$ cat src/rtl/stuffed_frame_receiver_top_macros.svh
// assertion macros shared by the stuffed frame receiver modules
`ifndef STUFFED_FRAME_RECEIVER_TOP_MACROS_SVH
`define STUFFED_FRAME_RECEIVER_TOP_MACROS_SVH

// same-cycle implication, checked on clk outside reset
`define SFR_ASSERT_NOW(label, ante, cons, msg) \
  label: assert property (@(posedge clk) disable iff (!rst_n) (ante) |-> (cons)) \
    else $error(msg);

// next-cycle implication, checked on clk outside reset
`define SFR_ASSERT_NEXT(label, ante, cons, msg) \
  label: assert property (@(posedge clk) disable iff (!rst_n) (ante) |=> (cons)) \
    else $error(msg);

`endif

$ cat src/rtl/sfr_pkg.sv
// types, codes and constants of the stuffed frame receiver
package sfr_pkg;

  // fixed field widths
  localparam int BYTE_W = 8;
  localparam int CNT_W  = 13;
  localparam int KIND_W = 3;
  localparam int RPK_W  = 2;
  localparam int IDX_W  = 2;

  // longest payload accepted in one frame
  localparam logic [CNT_W-1:0] MAX_PAYLOAD = 13'd4096;

  // line bytes
  localparam logic [BYTE_W-1:0] FLAG_BYTE = 8'h7e;
  localparam logic [BYTE_W-1:0] ESC_BYTE  = 8'h7d;
  localparam logic [BYTE_W-1:0] ESC_FLAG  = 8'h5e;
  localparam logic [BYTE_W-1:0] ESC_ESC   = 8'h5d;
  localparam logic [BYTE_W-1:0] ZERO_BYTE = 8'h00;

  // register indexes
  localparam logic [IDX_W-1:0] CFG_STATION_ADDRESS = 2'd0;
  localparam logic [IDX_W-1:0] CFG_INFO_ZERO_CODE  = 2'd1;
  localparam logic [IDX_W-1:0] CFG_INFO_ONE_CODE   = 2'd2;
  localparam logic [IDX_W-1:0] CFG_SET_CODE        = 2'd3;

  // register reset values
  localparam logic [BYTE_W-1:0] RST_STATION_ADDRESS = 8'd3;
  localparam logic [BYTE_W-1:0] RST_INFO_ZERO_CODE  = 8'd0;
  localparam logic [BYTE_W-1:0] RST_INFO_ONE_CODE   = 8'd64;
  localparam logic [BYTE_W-1:0] RST_SET_CODE        = 8'd3;

  // event codes
  localparam logic [KIND_W-1:0] EV_PAYLOAD = 3'd0;
  localparam logic [KIND_W-1:0] EV_ACCEPT  = 3'd1;
  localparam logic [KIND_W-1:0] EV_REJECT  = 3'd2;
  localparam logic [KIND_W-1:0] EV_DUP     = 3'd3;
  localparam logic [KIND_W-1:0] EV_HDR     = 3'd4;
  localparam logic [KIND_W-1:0] EV_SET     = 3'd5;

  // reply codes
  localparam logic [RPK_W-1:0] RP_RR  = 2'd0;
  localparam logic [RPK_W-1:0] RP_REJ = 2'd1;
  localparam logic [RPK_W-1:0] RP_UA  = 2'd2;

  // parser states
  typedef enum logic [3:0] {
    ST_HUNT   = 4'd0,
    ST_FLAG   = 4'd1,
    ST_ADDR   = 4'd2,
    ST_INFO_C = 4'd3,
    ST_SET_C  = 4'd4,
    ST_DATA   = 4'd5,
    ST_ESC    = 4'd6
  } state_t;

  // configuration registers
  typedef struct packed {
    logic [BYTE_W-1:0] station_address;
    logic [BYTE_W-1:0] info_zero_code;
    logic [BYTE_W-1:0] info_one_code;
    logic [BYTE_W-1:0] set_code;
  } cfg_t;

  // one result item
  typedef struct packed {
    logic [KIND_W-1:0] event_kind;
    logic [BYTE_W-1:0] payload_byte;
    logic              reply_valid;
    logic [RPK_W-1:0]  reply_kind;
    logic              reply_number;
    logic [CNT_W-1:0]  payload_length;
    logic              expected_number;
  } result_t;

endpackage

$ cat src/rtl/sfr_if.sv
// valid/ready channel interfaces for line bytes and result items

interface sfr_in_if;
  logic                     valid;
  logic                     ready;
  logic [sfr_pkg::BYTE_W-1:0] rx_byte;

  modport source (output valid, output rx_byte, input ready);
  modport sink   (input valid, input rx_byte, output ready);
endinterface

interface sfr_out_if;
  logic                       valid;
  logic                       ready;
  logic [sfr_pkg::KIND_W-1:0] event_kind;
  logic [sfr_pkg::BYTE_W-1:0] payload_byte;
  logic                       reply_valid;
  logic [sfr_pkg::RPK_W-1:0]  reply_kind;
  logic                       reply_number;
  logic [sfr_pkg::CNT_W-1:0]  payload_length;
  logic                       expected_number;

  modport source (output valid, output event_kind, output payload_byte,
                  output reply_valid, output reply_kind, output reply_number,
                  output payload_length, output expected_number, input ready);
  modport sink   (input valid, input event_kind, input payload_byte,
                  input reply_valid, input reply_kind, input reply_number,
                  input payload_length, input expected_number, output ready);
endinterface

$ cat src/rtl/sfr_parser.sv
// frame parser: header hunt, destuffing, bcc checks and sequence tracking
`include "stuffed_frame_receiver_top_macros.svh"

module sfr_parser (
  input  logic                       clk,
  input  logic                       rst_n,
  input  logic                       fire,
  input  logic [sfr_pkg::BYTE_W-1:0] rx_byte,
  input  sfr_pkg::cfg_t              cfg,
  output logic                       res_vld,
  output sfr_pkg::result_t           res
);

  sfr_pkg::state_t             state_r, state_nxt;
  logic                        exp_r, exp_nxt;
  logic                        frame_r, frame_nxt;
  logic [sfr_pkg::BYTE_W-1:0]  held_r, held_nxt;
  logic                        held_vld_r, held_vld_nxt;
  logic [sfr_pkg::BYTE_W-1:0]  xor_r, xor_nxt;
  logic [sfr_pkg::CNT_W-1:0]   cnt_r, cnt_nxt;

  logic                        take;
  logic [sfr_pkg::BYTE_W-1:0]  take_byte;
  logic                        rej;
  logic                        dup;
  logic [sfr_pkg::BYTE_W-1:0]  ctrl;

  // next state and result for the current byte
  always_comb begin
    state_nxt    = state_r;
    exp_nxt      = exp_r;
    frame_nxt    = frame_r;
    held_nxt     = held_r;
    held_vld_nxt = held_vld_r;
    xor_nxt      = xor_r;
    cnt_nxt      = cnt_r;
    res_vld      = 1'b0;
    res          = '0;
    take         = 1'b0;
    take_byte    = sfr_pkg::ZERO_BYTE;
    rej          = 1'b0;
    dup          = ((rx_byte == cfg.info_zero_code) && exp_r) ||
                   ((rx_byte == cfg.info_one_code) && !exp_r);
    ctrl         = frame_r ? cfg.info_one_code : cfg.info_zero_code;

    unique case (state_r)
      sfr_pkg::ST_FLAG: begin
        if (rx_byte == cfg.station_address) begin
          state_nxt = sfr_pkg::ST_ADDR;
        end else if (rx_byte != sfr_pkg::FLAG_BYTE) begin
          state_nxt = sfr_pkg::ST_HUNT;
        end
      end
      sfr_pkg::ST_ADDR: begin
        if (dup) begin
          state_nxt        = sfr_pkg::ST_HUNT;
          res_vld          = 1'b1;
          res.event_kind   = sfr_pkg::EV_DUP;
          res.reply_valid  = 1'b1;
          res.reply_kind   = sfr_pkg::RP_RR;
          res.reply_number = exp_r;
        end else if (rx_byte == cfg.info_zero_code) begin
          frame_nxt = 1'b0;
          state_nxt = sfr_pkg::ST_INFO_C;
        end else if (rx_byte == cfg.info_one_code) begin
          frame_nxt = 1'b1;
          state_nxt = sfr_pkg::ST_INFO_C;
        end else if (rx_byte == cfg.set_code) begin
          state_nxt = sfr_pkg::ST_SET_C;
        end else if (rx_byte == sfr_pkg::FLAG_BYTE) begin
          state_nxt = sfr_pkg::ST_FLAG;
        end else begin
          state_nxt = sfr_pkg::ST_HUNT;
        end
      end
      sfr_pkg::ST_INFO_C: begin
        if (rx_byte == (cfg.station_address ^ ctrl)) begin
          state_nxt    = sfr_pkg::ST_DATA;
          held_nxt     = sfr_pkg::ZERO_BYTE;
          held_vld_nxt = 1'b0;
          xor_nxt      = sfr_pkg::ZERO_BYTE;
          cnt_nxt      = '0;
        end else if (rx_byte == sfr_pkg::FLAG_BYTE) begin
          state_nxt = sfr_pkg::ST_FLAG;
        end else begin
          state_nxt        = sfr_pkg::ST_HUNT;
          res_vld          = 1'b1;
          res.event_kind   = sfr_pkg::EV_HDR;
          res.reply_valid  = 1'b1;
          res.reply_kind   = sfr_pkg::RP_RR;
          res.reply_number = exp_r;
        end
      end
      sfr_pkg::ST_SET_C: begin
        if (rx_byte == (cfg.station_address ^ cfg.set_code)) begin
          state_nxt       = sfr_pkg::ST_HUNT;
          res_vld         = 1'b1;
          res.event_kind  = sfr_pkg::EV_SET;
          res.reply_valid = 1'b1;
          res.reply_kind  = sfr_pkg::RP_UA;
        end else if (rx_byte == sfr_pkg::FLAG_BYTE) begin
          state_nxt = sfr_pkg::ST_FLAG;
        end else begin
          state_nxt = sfr_pkg::ST_HUNT;
        end
      end
      sfr_pkg::ST_DATA: begin
        if (rx_byte == sfr_pkg::ESC_BYTE) begin
          state_nxt = sfr_pkg::ST_ESC;
        end else if (rx_byte == sfr_pkg::FLAG_BYTE) begin
          if (held_vld_r && (cnt_r != '0) && (xor_r == sfr_pkg::ZERO_BYTE)) begin
            state_nxt          = sfr_pkg::ST_HUNT;
            exp_nxt            = ~frame_r;
            res_vld            = 1'b1;
            res.event_kind     = sfr_pkg::EV_ACCEPT;
            res.reply_valid    = 1'b1;
            res.reply_kind     = sfr_pkg::RP_RR;
            res.reply_number   = ~frame_r;
            res.payload_length = cnt_r;
          end else begin
            rej = 1'b1;
          end
        end else begin
          take      = 1'b1;
          take_byte = rx_byte;
        end
      end
      sfr_pkg::ST_ESC: begin
        if (rx_byte == sfr_pkg::ESC_FLAG) begin
          take      = 1'b1;
          take_byte = sfr_pkg::FLAG_BYTE;
        end else if (rx_byte == sfr_pkg::ESC_ESC) begin
          take      = 1'b1;
          take_byte = sfr_pkg::ESC_BYTE;
        end else begin
          rej = 1'b1;
        end
      end
      default: begin
        state_nxt = (rx_byte == sfr_pkg::FLAG_BYTE) ? sfr_pkg::ST_FLAG : sfr_pkg::ST_HUNT;
      end
    endcase

    // destuffed data byte: release the held byte, hold the new one
    if (take) begin
      if (held_vld_r && (cnt_r >= sfr_pkg::MAX_PAYLOAD)) begin
        rej = 1'b1;
      end else begin
        if (held_vld_r) begin
          cnt_nxt          = cnt_r + 1'b1;
          res_vld          = 1'b1;
          res.event_kind   = sfr_pkg::EV_PAYLOAD;
          res.payload_byte = held_r;
        end
        held_nxt     = take_byte;
        held_vld_nxt = 1'b1;
        xor_nxt      = xor_r ^ take_byte;
        state_nxt    = sfr_pkg::ST_DATA;
      end
    end

    // frame rejected: reply with the number of the frame in progress
    if (rej) begin
      state_nxt        = sfr_pkg::ST_HUNT;
      res_vld          = 1'b1;
      res              = '0;
      res.event_kind   = sfr_pkg::EV_REJECT;
      res.reply_valid  = 1'b1;
      res.reply_kind   = sfr_pkg::RP_REJ;
      res.reply_number = frame_r;
    end

    res.expected_number = exp_nxt;
  end

  // parser state registers
  always_ff @(posedge clk) begin
    if (!rst_n) begin
      state_r    <= sfr_pkg::ST_HUNT;
      exp_r      <= 1'b0;
      frame_r    <= 1'b0;
      held_r     <= sfr_pkg::ZERO_BYTE;
      held_vld_r <= 1'b0;
      xor_r      <= sfr_pkg::ZERO_BYTE;
      cnt_r      <= '0;
    end else if (fire) begin
      state_r    <= state_nxt;
      exp_r      <= exp_nxt;
      frame_r    <= frame_nxt;
      held_r     <= held_nxt;
      held_vld_r <= held_vld_nxt;
      xor_r      <= xor_nxt;
      cnt_r      <= cnt_nxt;
    end
  end

  // an accepted frame flips the expected sequence bit
  `SFR_ASSERT_NEXT(a_accept_toggles, fire && res_vld && (res.event_kind == sfr_pkg::EV_ACCEPT), exp_r != $past(exp_r), "accept did not flip expected sequence")
  // payload count never passes the maximum
  `SFR_ASSERT_NOW(a_cnt_bound, 1'b1, cnt_r <= sfr_pkg::MAX_PAYLOAD, "payload count beyond maximum")
  // the sequence bit only moves on an accepted frame
  `SFR_ASSERT_NEXT(a_exp_moves_on_accept, !(fire && res_vld && (res.event_kind == sfr_pkg::EV_ACCEPT)), $stable(exp_r), "expected sequence changed without accept")

endmodule

$ cat src/rtl/sfr_result_reg.sv
// result register between the parser and the output channel
`include "stuffed_frame_receiver_top_macros.svh"

module sfr_result_reg (
  input  logic             clk,
  input  logic             rst_n,
  input  logic             load,
  input  sfr_pkg::result_t res,
  output logic             out_free,
  sfr_out_if.source        out_ch
);

  logic             vld_r, vld_nxt;
  sfr_pkg::result_t res_r;

  assign out_free = !vld_r || out_ch.ready;

  // valid flag: set on load, cleared once the result is transferred
  always_comb begin
    vld_nxt = vld_r;
    if (load) begin
      vld_nxt = 1'b1;
    end else if (out_ch.ready) begin
      vld_nxt = 1'b0;
    end
  end

  always_ff @(posedge clk) begin
    if (!rst_n) begin
      vld_r <= 1'b0;
    end else begin
      vld_r <= vld_nxt;
    end
  end

  // payload register
  always_ff @(posedge clk) begin
    if (load) begin
      res_r <= res;
    end
  end

  assign out_ch.valid           = vld_r;
  assign out_ch.event_kind      = res_r.event_kind;
  assign out_ch.payload_byte    = res_r.payload_byte;
  assign out_ch.reply_valid     = res_r.reply_valid;
  assign out_ch.reply_kind      = res_r.reply_kind;
  assign out_ch.reply_number    = res_r.reply_number;
  assign out_ch.payload_length  = res_r.payload_length;
  assign out_ch.expected_number = res_r.expected_number;

  // a stalled result is never overwritten
  `SFR_ASSERT_NOW(a_no_overwrite, load, out_free, "result loaded over a stalled one")

endmodule

$ cat src/rtl/stuffed_frame_receiver_top.sv
// stuffed frame receiver top level: input register, config registers, parser, result register
// a line byte is held in the input register until the result register can take its result;
// it is then parsed, and any result it yields is loaded into the result register
// throughput: one line byte per cycle while the output side is ready
// reset (rst_n low, synchronous): parser hunts for a flag, sequence bits, counters and
// held byte cleared, config registers return to their defaults, both registers empty
`include "stuffed_frame_receiver_top_macros.svh"

module stuffed_frame_receiver_top (
  input  logic                        clk,
  input  logic                        rst_n,
  sfr_in_if.sink                      in_ch,
  sfr_out_if.source                   out_ch,
  input  logic                        cfg_we,
  input  logic [sfr_pkg::IDX_W-1:0]   cfg_index,
  input  logic [sfr_pkg::BYTE_W-1:0]  cfg_data
);

  logic                        in_vld_r, in_vld_nxt;
  logic [sfr_pkg::BYTE_W-1:0]  in_byte_r;
  sfr_pkg::cfg_t               cfg_r;
  logic                        out_free;
  logic                        fire;
  logic                        res_vld;
  sfr_pkg::result_t            res;

  // a held byte is parsed once the result register can take its result
  assign fire        = in_vld_r && out_free;
  assign in_ch.ready = !in_vld_r || fire;

  // input register
  always_comb begin
    in_vld_nxt = in_vld_r;
    if (in_ch.valid && in_ch.ready) begin
      in_vld_nxt = 1'b1;
    end else if (fire) begin
      in_vld_nxt = 1'b0;
    end
  end

  always_ff @(posedge clk) begin
    if (!rst_n) begin
      in_vld_r <= 1'b0;
    end else begin
      in_vld_r <= in_vld_nxt;
    end
  end

  always_ff @(posedge clk) begin
    if (in_ch.valid && in_ch.ready) begin
      in_byte_r <= in_ch.rx_byte;
    end
  end

  // configuration registers
  always_ff @(posedge clk) begin
    if (!rst_n) begin
      cfg_r.station_address <= sfr_pkg::RST_STATION_ADDRESS;
      cfg_r.info_zero_code  <= sfr_pkg::RST_INFO_ZERO_CODE;
      cfg_r.info_one_code   <= sfr_pkg::RST_INFO_ONE_CODE;
      cfg_r.set_code        <= sfr_pkg::RST_SET_CODE;
    end else if (cfg_we) begin
      unique case (cfg_index)
        sfr_pkg::CFG_STATION_ADDRESS: cfg_r.station_address <= cfg_data;
        sfr_pkg::CFG_INFO_ZERO_CODE:  cfg_r.info_zero_code  <= cfg_data;
        sfr_pkg::CFG_INFO_ONE_CODE:   cfg_r.info_one_code   <= cfg_data;
        sfr_pkg::CFG_SET_CODE:        cfg_r.set_code        <= cfg_data;
        default:                      cfg_r                 <= cfg_r;
      endcase
    end
  end

  sfr_parser u_parser (
    .clk     (clk),
    .rst_n   (rst_n),
    .fire    (fire),
    .rx_byte (in_byte_r),
    .cfg     (cfg_r),
    .res_vld (res_vld),
    .res     (res)
  );

  sfr_result_reg u_result (
    .clk      (clk),
    .rst_n    (rst_n),
    .load     (fire && res_vld),
    .res      (res),
    .out_free (out_free),
    .out_ch   (out_ch)
  );

  // a held byte that is not parsed stays in the input register
  `SFR_ASSERT_NEXT(a_in_hold, in_vld_r && !fire, in_vld_r && $stable(in_byte_r), "held input byte lost")

endmodule

$ cat src/flat_wrapper.sv
// flat-port wrapper written by rule: the top's interface ports become plain ports
module stuffed_frame_receiver_top_flat 
  (clk, rst_n, cfg_we, cfg_index, cfg_data, in_ch_valid, in_ch_rx_byte, in_ch_ready, out_ch_valid, out_ch_event_kind, out_ch_payload_byte, out_ch_reply_valid, out_ch_reply_kind, out_ch_reply_number, out_ch_payload_length, out_ch_expected_number, out_ch_ready);
  sfr_in_if in_ch_i ();
  sfr_out_if out_ch_i ();
  input  logic clk;
  input  logic rst_n;
  input  logic cfg_we;
  input  logic [sfr_pkg::IDX_W-1:0] cfg_index;
  input  logic [sfr_pkg::BYTE_W-1:0] cfg_data;
  input wire logic [$bits(in_ch_i.valid)-1:0] in_ch_valid;
  input wire logic [$bits(in_ch_i.rx_byte)-1:0] in_ch_rx_byte;
  output wire logic [$bits(in_ch_i.ready)-1:0] in_ch_ready;
  output wire logic [$bits(out_ch_i.valid)-1:0] out_ch_valid;
  output wire logic [$bits(out_ch_i.event_kind)-1:0] out_ch_event_kind;
  output wire logic [$bits(out_ch_i.payload_byte)-1:0] out_ch_payload_byte;
  output wire logic [$bits(out_ch_i.reply_valid)-1:0] out_ch_reply_valid;
  output wire logic [$bits(out_ch_i.reply_kind)-1:0] out_ch_reply_kind;
  output wire logic [$bits(out_ch_i.reply_number)-1:0] out_ch_reply_number;
  output wire logic [$bits(out_ch_i.payload_length)-1:0] out_ch_payload_length;
  output wire logic [$bits(out_ch_i.expected_number)-1:0] out_ch_expected_number;
  input wire logic [$bits(out_ch_i.ready)-1:0] out_ch_ready;
  assign in_ch_i.valid = in_ch_valid;
  assign in_ch_i.rx_byte = in_ch_rx_byte;
  assign in_ch_ready = in_ch_i.ready;
  assign out_ch_valid = out_ch_i.valid;
  assign out_ch_event_kind = out_ch_i.event_kind;
  assign out_ch_payload_byte = out_ch_i.payload_byte;
  assign out_ch_reply_valid = out_ch_i.reply_valid;
  assign out_ch_reply_kind = out_ch_i.reply_kind;
  assign out_ch_reply_number = out_ch_i.reply_number;
  assign out_ch_payload_length = out_ch_i.payload_length;
  assign out_ch_expected_number = out_ch_i.expected_number;
  assign out_ch_i.ready = out_ch_ready;
  stuffed_frame_receiver_top u_core (.clk(clk), .rst_n(rst_n), .in_ch(in_ch_i), .out_ch(out_ch_i), .cfg_we(cfg_we), .cfg_index(cfg_index), .cfg_data(cfg_data));
endmodule
$ cat config.mk
export PLATFORM = sky130hd
export DESIGN_NAME = stuffed_frame_receiver_top_flat
export DESIGN_NICKNAME = d
export VERILOG_FILES = /design/src/rtl/sfr_pkg.sv /design/src/rtl/sfr_if.sv /design/src/rtl/sfr_parser.sv /design/src/rtl/sfr_result_reg.sv /design/src/rtl/stuffed_frame_receiver_top.sv /design/src/flat_wrapper.sv
export VERILOG_INCLUDE_DIRS = /design/src /design/src/rtl
export SDC_FILE = /design/constraint.sdc
export NUM_CORES = 1
export LEC_CHECK = 0
export ABC_AREA = 1
export BUFFER_PORTS_ARGS = -buffer_cell sky130_fd_sc_hd__buf_2
export CORE_MARGIN = 8
export CORE_UTILIZATION = 65
export DETAILED_ROUTE_END_ITERATION = 7
export PLACE_DENSITY = 0.86
export SLEW_MARGIN = 30
export SYNTH_ARGS = -nofsm -noshare
export SYNTH_HDL_FRONTEND = slang
export SYNTH_SLANG_ARGS = --single-unit
$ cat constraint.sdc
create_clock -name clk -period 5.04 [get_ports clk]
set_input_delay 0.252 -clock clk [delete_from_list [all_inputs] [get_ports clk]]
set_output_delay 0.252 -clock clk [all_outputs]
set_load 0.02 [all_outputs]
# Yosys cells after proc, flatten, opt, wreduce, memory -nomap -nowiden
# Index checks and enable logic that the tools add are counted.
# Widths: inputs -> output; s select.
# classes
addsub	1
n_lt_le_gt_ge	1
eq_ne	20
n_mux	95
bitwise	10
n_reduce_logical	27
# op_table
operator	count
$mux 8	11
$mux 13	6
$mux 4	13
$mux 17	3
$eq 8x8->1	6
$mux 1	39
$mux 11	3
$eq 8x7->1 const B	4
$mux 3	8
$pmux 3 s4	2
$pmux 4 s6	1
$xor 8x8->8	3
$pmux 8 s2	1
$mux 15	1
$mux 7	2
$add 13x1->13 const B	1
$ge 13x13->1 const B	1
$reduce_bool 13->1	1
$eq 4x3->1 const B	3
$eq 4x2->1 const B	2
$logic_and 1x1->1	8
$logic_not 8->1	1
$ne 8x7->1 const B	1
$reduce_and 2->1	4
other kinds (15)	29
# totals
regBits	107
inputBits	23
out_inout_bits	31
elab_cells	175

# Longest topological paths before layout
# Gate-level depths: netlist (run 1).
# depth
depth_word	13
ltp_mapped	20
ltp_nobuf	18

# Cells and area by module
# Synthesis (run 1) repeated with hierarchy kept, for this count alone.
# unflattened
hier_cells	927
area_unflattened_um2	6178.4
# modules_own_cells
mod	instances	cells_per_inst	area_per_inst_um2	seq_area_each_um2
sfr_parser	1	674	3644.7	720.7
stuffed_frame_receiver_top	1	218	1616.6	900.9
sfr_result_reg	1	35	917.1	890.9

# Worst setup path after synthesis (run 1)
# No wires, ideal clock.
# synth_timing
kind	register -> register
start	register u_core.in_byte_r[5] (netlist name)
end	register u_core.u_result.res_r, in the netlist u_core.u_result.out_ch.event_kind[0] (enable)
t_arrival_ns	2.134
slack_ns	2.522
path_stages_with_launch	14
path_buffers	0
cell_sequence	edfxtp_1 inv_2 nand4_1 nor2_1 inv_1 nand2_2 nand2_4 nand2_8 inv_4 nor3_4 inv_2 nand3_1 nand2_1 inv_1
# synth_via
elab_chain_len	10
word_cells_on_any_way	34
cone_classes	eq/ne (8); mux (22); reduce/logical (4)
# synth_lines
element	line_no	source
start: declaration	stuffed_frame_receiver_top.sv:20	logic [sfr_pkg::BYTE_W-1:0] in_byte_r;
start signal: assignment	stuffed_frame_receiver_top.sv:51	in_byte_r <= in_ch.rx_byte;
$eq 8x8->1 (on tied branches)	sfr_parser.sv:42, sfr_parser.sv:43	
$logic_and 1x1->1 (on tied branches)	sfr_parser.sv:42, sfr_parser.sv:43	
$logic_or 1x1->1	sfr_parser.sv:42	dup = ((rx_byte == cfg.info_zero_code) && exp_r) ||
$mux 1	sfr_parser.sv:55	if (dup) begin
$pmux 1 s4	sfr_parser.sv:46	unique case (state_r)
$mux 1	sfr_parser.sv:149	if (held_vld_r) begin
$mux 1	sfr_parser.sv:146	if (held_vld_r && (cnt_r >= sfr_pkg::MAX_PAYLOAD)) begin
$mux 1	sfr_parser.sv:145	if (take) begin
$mux 1 (*)	sfr_parser.sv:163	if (rej) begin
$logic_and 1x1->1 (*)	stuffed_frame_receiver_top.sv:86	.load (fire && res_vld),
net u_core.u_result.load	sfr_result_reg.sv:7	input logic load,
end signal: assignment	sfr_result_reg.sv:39	res_r <= res;
end: declaration	sfr_result_reg.sv:14	sfr_pkg::result_t res_r;
# The timed path passes the listed nets; every way through them passes the cells marked *.
# A chain may end at the register's enable or synchronous reset.

# Worst setup path after layout (run 1)
# layout_timing
start	register u_core.in_byte_r[5] (netlist name)
end	register u_core.u_result.res_r, in the netlist u_core.u_result.out_ch.payload_byte[7] (enable)
# The elaborated chain is that of the path after synthesis.

==> flow_metrics.tcl, run 1 <==
set metrics [dict create \
    core_um2 9060 \
    cp.required_ps 5050 \
    drcViolationCount 0 \
    async_flop_share_pct 0 \
    die_h_um 112 \
    p_seq_share_pct 58.1 \
    path_buf_inv 5 \
    cellInternalPower_uw 1160 \
    routed_wl_mm 16.6 \
    post-cts-setup-buffers 0 \
    grt_util_all_layers_pct 26.2 \
    clock_sinks 107 \
    num_antenna_cells 0 \
    synth_area_leader_cell "dfxtp_1" \
    grt_pass1_vias 5419 \
    report.final.slew_viol_count 0 \
    cap_viol_max_count 0 \
    worst-slew-pin-transition_ps 730 \
    rows 35 \
    regArea_um2 2510 \
    gr-total-overflow 0 \
    grt_max_degree 41 \
    cellPowerDensity_nw_per_um2 255 \
    grt_pass1_wl_mm 26.6 \
    viasPerCell 5.78 \
    hold_path_class "in2reg" \
    vias 5815 \
    relSlewSlack_pct 51.2 \
    cp-start-kind "flip-flop" \
    yosysSeqAreaShare_pct 42.0 \
    rsz0062_at_grt "false" \
    multi_input_area_um2 2870 \
    synth_seq_cells 107 \
    crit_top_cell "inv_2" \
    cp-end-kind "flip-flop" \
    synth_ff_type "dfxtp_1" \
    ant_nets 0 \
    antenna_found_initial 0 \
    port_buffers 53 \
    cts_root_buf "clkbuf_8" \
    syn2layout_area_growth_pct 6.97 \
    p_clk_share_pct 30.7 \
    crit_slowest_cell "edfxtp_1" \
    slowest_delay_ps 520 \
    final.min_clock_period_ps 3140 \
    dieArea_um2 12500 \
    yosysMostFrequentCell "nand2_1" \
    yosysWarnings 0 \
    drive_gt1_share_pct 11.8 \
    fmax_mhz 318 \
    cp_top_family "simple AND/OR/NAND/NOR gates" \
    pwr-share-comb_pct 11.2 \
    hold_viol_final 0 \
    ys_top_cells_by_count "nand2_1 (261), inv_1 (94), nor2_1 (88)" \
    status "completed" \
    post_drt_wl_per_cell_um 16.5 \
    finalWeightedCongestion 0.956 \
    tritoncts "built" \
    path_max_fanout 29 \
    switchingPower_uw 469 \
    clk_latency_ps 370 \
    p_leak_uw 0.00265 \
    hold_slack_ps 55.2 \
    htree_levels 3 \
    finalSetupViolCount 0 \
    drt-initial-drc-count 412 \
    synthCells 856 \
    die_width_um 112 \
    start_util_pct 66.0 \
    critPathKind "reg2reg" \
    clock_path_buffers 2 \
    first_pass_iters 5 \
    syn_area_per_cell_um2 6.99 \
    netlist_area_um2 5980 \
    ctsHoldBuffers 0 \
    ys_types 42 \
    layout.nets 915 \
    synth_fp_nets 881 \
    path_cells "inv_2 -> nand4_1 -> inv_1 -> nand2_1 -> nand2_2 -> nand2_4 -> nand2_8 -> inv_4 -> nor3_4 -> inv_2 -> nand3_1 -> nand2_1 -> inv_2" \
    io_pins 54 \
    max-vdd-ir-drop_mv 0.169 \
    dp_hpwl_mm 12.5 \
    fin_worst_skew_ps 15.1 \
    synth_edf_count 37 \
    clkTransAtPathRegs_ps 110 \
    netlist_top_cells_area "dfxtp_1 (23%), edfxtp_1 (19%), nand2_1 (16%)" \
    worstPathArrival_ps 3150 \
    tns_ps 0 \
    nFillCells 775 \
    fin_crit_sh_pct 62.4 \
    sw_frac_of_total_pct 28.8 \
    yosys.area.top_type_share_pct 23.4 \
    cts-buffers-inserted 9 \
    cts_resized 0 \
]
layout by cell type (no fill, tap or decap), types with 10 or more instances in the layout:
master      n
inv_1      92
o21ai_0    64
dfxtp_1    70
buf_2      53
xnor2_1    11
inv_2      13
a21oi_1    55
nand2_1   261
nand4_1    15
nor2_1     88
nand3_1    49
edfxtp_1   37
nor3_1     10
metrics by stage:
stage	area [um2]	power, uW	setup slack [ps]	cells	util (%)
floorplan	5980	1090	2520	856	-
global placement	6220	1140	1750	990	68.6
detailed placement	6220	1150	1620	990	68.6
CTS	6400	1620	1600	1006	70.6
global route	6400	1680	1690	1006	70.6
finish	6400	1630	1900	1006	70.6
cell families after synthesis:
group	synth area share, %
flip-flops	42.0
adder cells (fa/ha/maj)	0.418
AND/OR/NAND/NOR	32.3
XOR/XNOR	1.76
buffers and inverters	10.0
AO/OA/AOI/OAI	13.5
worst register-to-register path, cell delays in order (launching register included):
cell	delay [ps]
edfxtp_1	520
inv_2	170
nand4_1	140
inv_1	100
nand2_1	100
nand2_2	100
nand2_4	70
nand2_8	100
inv_4	60
nor3_4	420
inv_2	270
nand3_1	150
nand2_1	90
inv_2	470
layout make-up:
class | count | share of cell area, %
clock buffer | 10 | 1.99
clock inverter | 6 | 0.782
inverter | 107 | 6.32
multi-input combinational | 608 | 44.8
sequential | 107 | 39.3
tap | 111 | 2.17
timing repair buffer | 57 | 4.62
flip-flops by register name, summed over array words and instances, names as in the netlist:
register                                flops
u_core.cfg_r                               32
u_core.u_result.out_ch.payload_byte         8
u_core.in_byte_r                            8
u_core.u_result.out_ch.expected_number      1
u_core.in_vld_r                             1
u_core.u_result.out_ch.reply_kind           2
u_core.u_result.out_ch.valid                1
u_core.u_result.out_ch.reply_number         1
u_core.u_parser.held_vld_r                  1
u_core.u_parser.held_r                      8
u_core.u_parser.exp_r                       1
u_core.u_parser.xor_r                       8
u_core.u_parser.frame_r                     1
u_core.u_result.out_ch.reply_valid          1
u_core.u_result.out_ch.event_kind           3
u_core.u_parser.cnt_r                      13
u_core.u_parser.state_r                     4
u_core.u_result.out_ch.payload_length      13
routing by layer:
metal	wire length [um]	global-route usage (%)
met1	6870	32.3
met2	8000	43.5
met3	1140	4.17
met4	584	13.7
met5	0	0
final timing paths:
kind                                         startpoint                                                    to  slack [ps]  cells past startpoint
hold / removal                         in_ch_rx_byte[5]                         u_core.in_byte_r[5]$_DFFE_PP_          60                      1
hold reg to reg   u_core.u_parser.xor_r[7]$_SDFFE_PN0P_                 u_core.u_parser.xor_r[7]$_SDFFE_PN0P_         470                      1
setup reg to reg          u_core.in_byte_r[5]$_DFFE_PP_  u_core.u_result.out_ch.payload_byte[7]$_SDFFCE_PP0P_        1900                     13
setup / recovery          u_core.in_byte_r[5]$_DFFE_PP_  u_core.u_result.out_ch.payload_byte[7]$_SDFFCE_PP0P_        1900                     13
power groups by stage:
stage                     clock network [uW]  logic, uW  registers [uW]
final                                    500        183             947
after global routing                     527        205             950
after CTS                                498        181             946
after detailed placement                   0        180             965
after global placement                     0        176             964
after floorplan                            0        143             947
(Power assumes the default switching activity.)
==> inputs of run 2 (changes only) <==
--- a/config.mk
+++ b/config.mk
@@ -9,9 +9,9 @@
 export ABC_AREA = 1
 export BUFFER_PORTS_ARGS = -buffer_cell sky130_fd_sc_hd__buf_2
 export CORE_MARGIN = 8
-export CORE_UTILIZATION = 65
+export CORE_UTILIZATION = 60
 export DETAILED_ROUTE_END_ITERATION = 7
-export PLACE_DENSITY = 0.86
+export PLACE_DENSITY = 0.8
 export SLEW_MARGIN = 30
 export SYNTH_ARGS = -nofsm -noshare
 export SYNTH_HDL_FRONTEND = slang
==> constraint.sdc (replaced) <==
create_clock -name clk -period 3.1 [get_ports clk]
set_input_delay 0.155 -clock clk [delete_from_list [all_inputs] [get_ports clk]]
set_output_delay 0.155 -clock clk [all_outputs]
set_load 0.02 [all_outputs]
==> flow_metrics.tcl, run 2 (same netlist as run 1, synthesis figures left out) <==
set metrics [dict create \
    drcViolationCount 0 \
    p_seq_share_pct 56.4 \
    dp_hpwl_mm 12.5 \
    routed_wl_mm 16.9 \
    syn2layout_area_growth_pct 9.62 \
    max_flop_register "u_core.cfg_r" \
    layout_common_cells "nand2_1 (261), inv_1 (94), nor2_1 (88)" \
    grt_pass1_wl_mm 27.0 \
    cts-buffers-inserted 9 \
    clock_sinks 107 \
    post-cts-setup-buffers 0 \
    worstPathArrival_ps 2820 \
    rsz0062_at_grt "false" \
    rows 36 \
    drt-initial-drc-count 629 \
    port_buffers 53 \
    fin_worst_skew_ps 16.9 \
    layout.nets 928 \
    die_width_um 116 \
    clk_latency_ps 400 \
    timing.rr.start "u_core.in_byte_r[0]$_DFFE_PP_" \
    hp-start "cfg_data[1]" \
    viasPerCell 5.60 \
    sw_frac_of_total_pct 28.1 \
    cts_resized 0 \
    critPathKind "reg2reg" \
    postLayoutCellArea_um2 6560 \
    finalWeightedCongestion 0.953 \
    ant_nets 0 \
    report.final.slew_viol_count 0 \
    io_pins 54 \
    ctsHoldBuffers 8 \
    grt_util_all_layers_pct 25.8 \
    regArea_um2 2510 \
    clock_path_buffers 2 \
    finalSetupViolCount 0 \
    fmax_mhz 374 \
    worst-slew-pin-transition_ps 750 \
    cellPowerDensity_nw_per_um2 417 \
    htree_levels 3 \
    largest_reg_flops 32 \
    drive_gt1_share_pct 12.0 \
    cap_viol_max_count 0 \
    switchingPower_uw 768 \
    cp-startpoint "u_core.in_byte_r[0]$_DFFE_PP_" \
    fin_crit_sh_pct 86.2 \
    grt_pass1_vias 5334 \
    cp-end-kind "flip-flop" \
    first_pass_iters 5 \
    core_um2 9730 \
    max-vdd-ir-drop_mv 0.441 \
    die_h_um 116 \
    grt_max_degree 41 \
    nFillCells 890 \
    antenna_found_initial 0 \
    reg2reg_setup_slack_ps 430 \
    post_drt_wl_per_cell_um 16.3 \
    num_antenna_cells 0 \
    final.min_clock_period_ps 2670 \
    hold_path_depth 3 \
    pwr-share-comb_pct 11.3 \
    cp.required_ps 3240 \
    cp-start-kind "flip-flop" \
    utilization_pct 67.4 \
    relSlewSlack_pct 50.0 \
    tritoncts "built" \
    gr-total-overflow 0 \
    clkTransAtPathRegs_ps 110 \
    p_clk_share_pct 32.3 \
    vias 5828 \
    r2r-end "u_core.u_result.out_ch.reply_kind[0]$_SDFFCE_PP1P_" \
    crit_end "u_core.u_result.out_ch.reply_kind[0]$_SDFFCE_PP1P_" \
    multi_input_area_um2 2870 \
    placed_area_um2 6280 \
    p_leak_uw 0.00272 \
    hold_viol_final 0 \
    status "completed" \
    cellInternalPower_uw 1970 \
    hold_path_class "in2reg" \
    path_max_fanout 18 \
    layout_commonest_cell "nand2_1" \
    start_util_pct 61.5 \
    cts_root_buf "clkbuf_8" \
    rr_worst_depth 13 \
    tns_ps 0 \
    dieArea_um2 13400 \
]
run 2: cell types whose count changed in the layout (fill, tap and decap cells not counted), sizes merged:
cell,before,now
inv,107,108
clkinv,6,3
clkinvlp,0,1
bufinv,0,1
buf,57,62
dlygate4sd3,0,8
run 2: layout make-up:
class | instances | share of cell area (%)
Tap cell | 133 | 2.54
Timing Repair Buffer | 70 | 6.30
Inverter | 107 | 6.16
Clock buffer | 10 | 1.95
Sequential cell | 107 | 38.3
Clock inverter | 6 | 0.973
Multi-Input combinational cell | 608 | 43.8
run 2: critical path: stages, from the launching register on:
cell	delay [ps]
edfxtp_1	590
inv_2	200
nand3_2	100
nor2_2	220
inv_2	120
nand2_4	120
nand2_8	90
inv_4	90
nor3_4	40
inv_2	280
nand3_1	130
nand2_1	110
inv_1	90
buf_4	210
run 2: metrics by stage:
stage                     hold slack [ps]  total power [uW]  setup slack, ps  instances
after floorplan                       254              1770              582        856
after global placement                333              1860              610       1017
after detailed placement              336              1870              524       1017
after CTS                            9.80              2730              506       1041
after global routing                 26.8              2830              289       1041
final                                26.6              2740              429       1041
run 2: how the worst min path moves through the flow:
stage,to
floorplan,u_core.in_byte_r[0]$_DFFE_PP_
global placement,u_core.in_byte_r[4]$_DFFE_PP_
detailed placement,u_core.in_byte_r[6]$_DFFE_PP_
CTS,u_core.in_vld_r$_SDFFE_PN0P_
global route,u_core.cfg_r[14]$_SDFFE_PN1P_
finish,u_core.cfg_r[1]$_SDFFE_PN1P_
run 2: power by group through the flow:
| stage | registers [uW] | logic, uW | clock network, uW |
|---|---|---|---|
| final | 1540 | 310 | 884 |
| after global placement | 1570 | 290 | 0 |
| after detailed placement | 1570 | 295 | 0 |
| after CTS | 1540 | 303 | 891 |
| after floorplan | 1540 | 232 | 0 |
| after global routing | 1550 | 348 | 938 |
run 2: routing by layer:
metal | share of wire (%) | GRT usage [%] | wire (um)
met3 | 8.3 | 5.84 | 1410
met2 | 44 | 38.8 | 7400
met5 | 0 | 0 | 0
met4 | 1.9 | 9.33 | 323
met1 | 46 | 35.3 | 7800
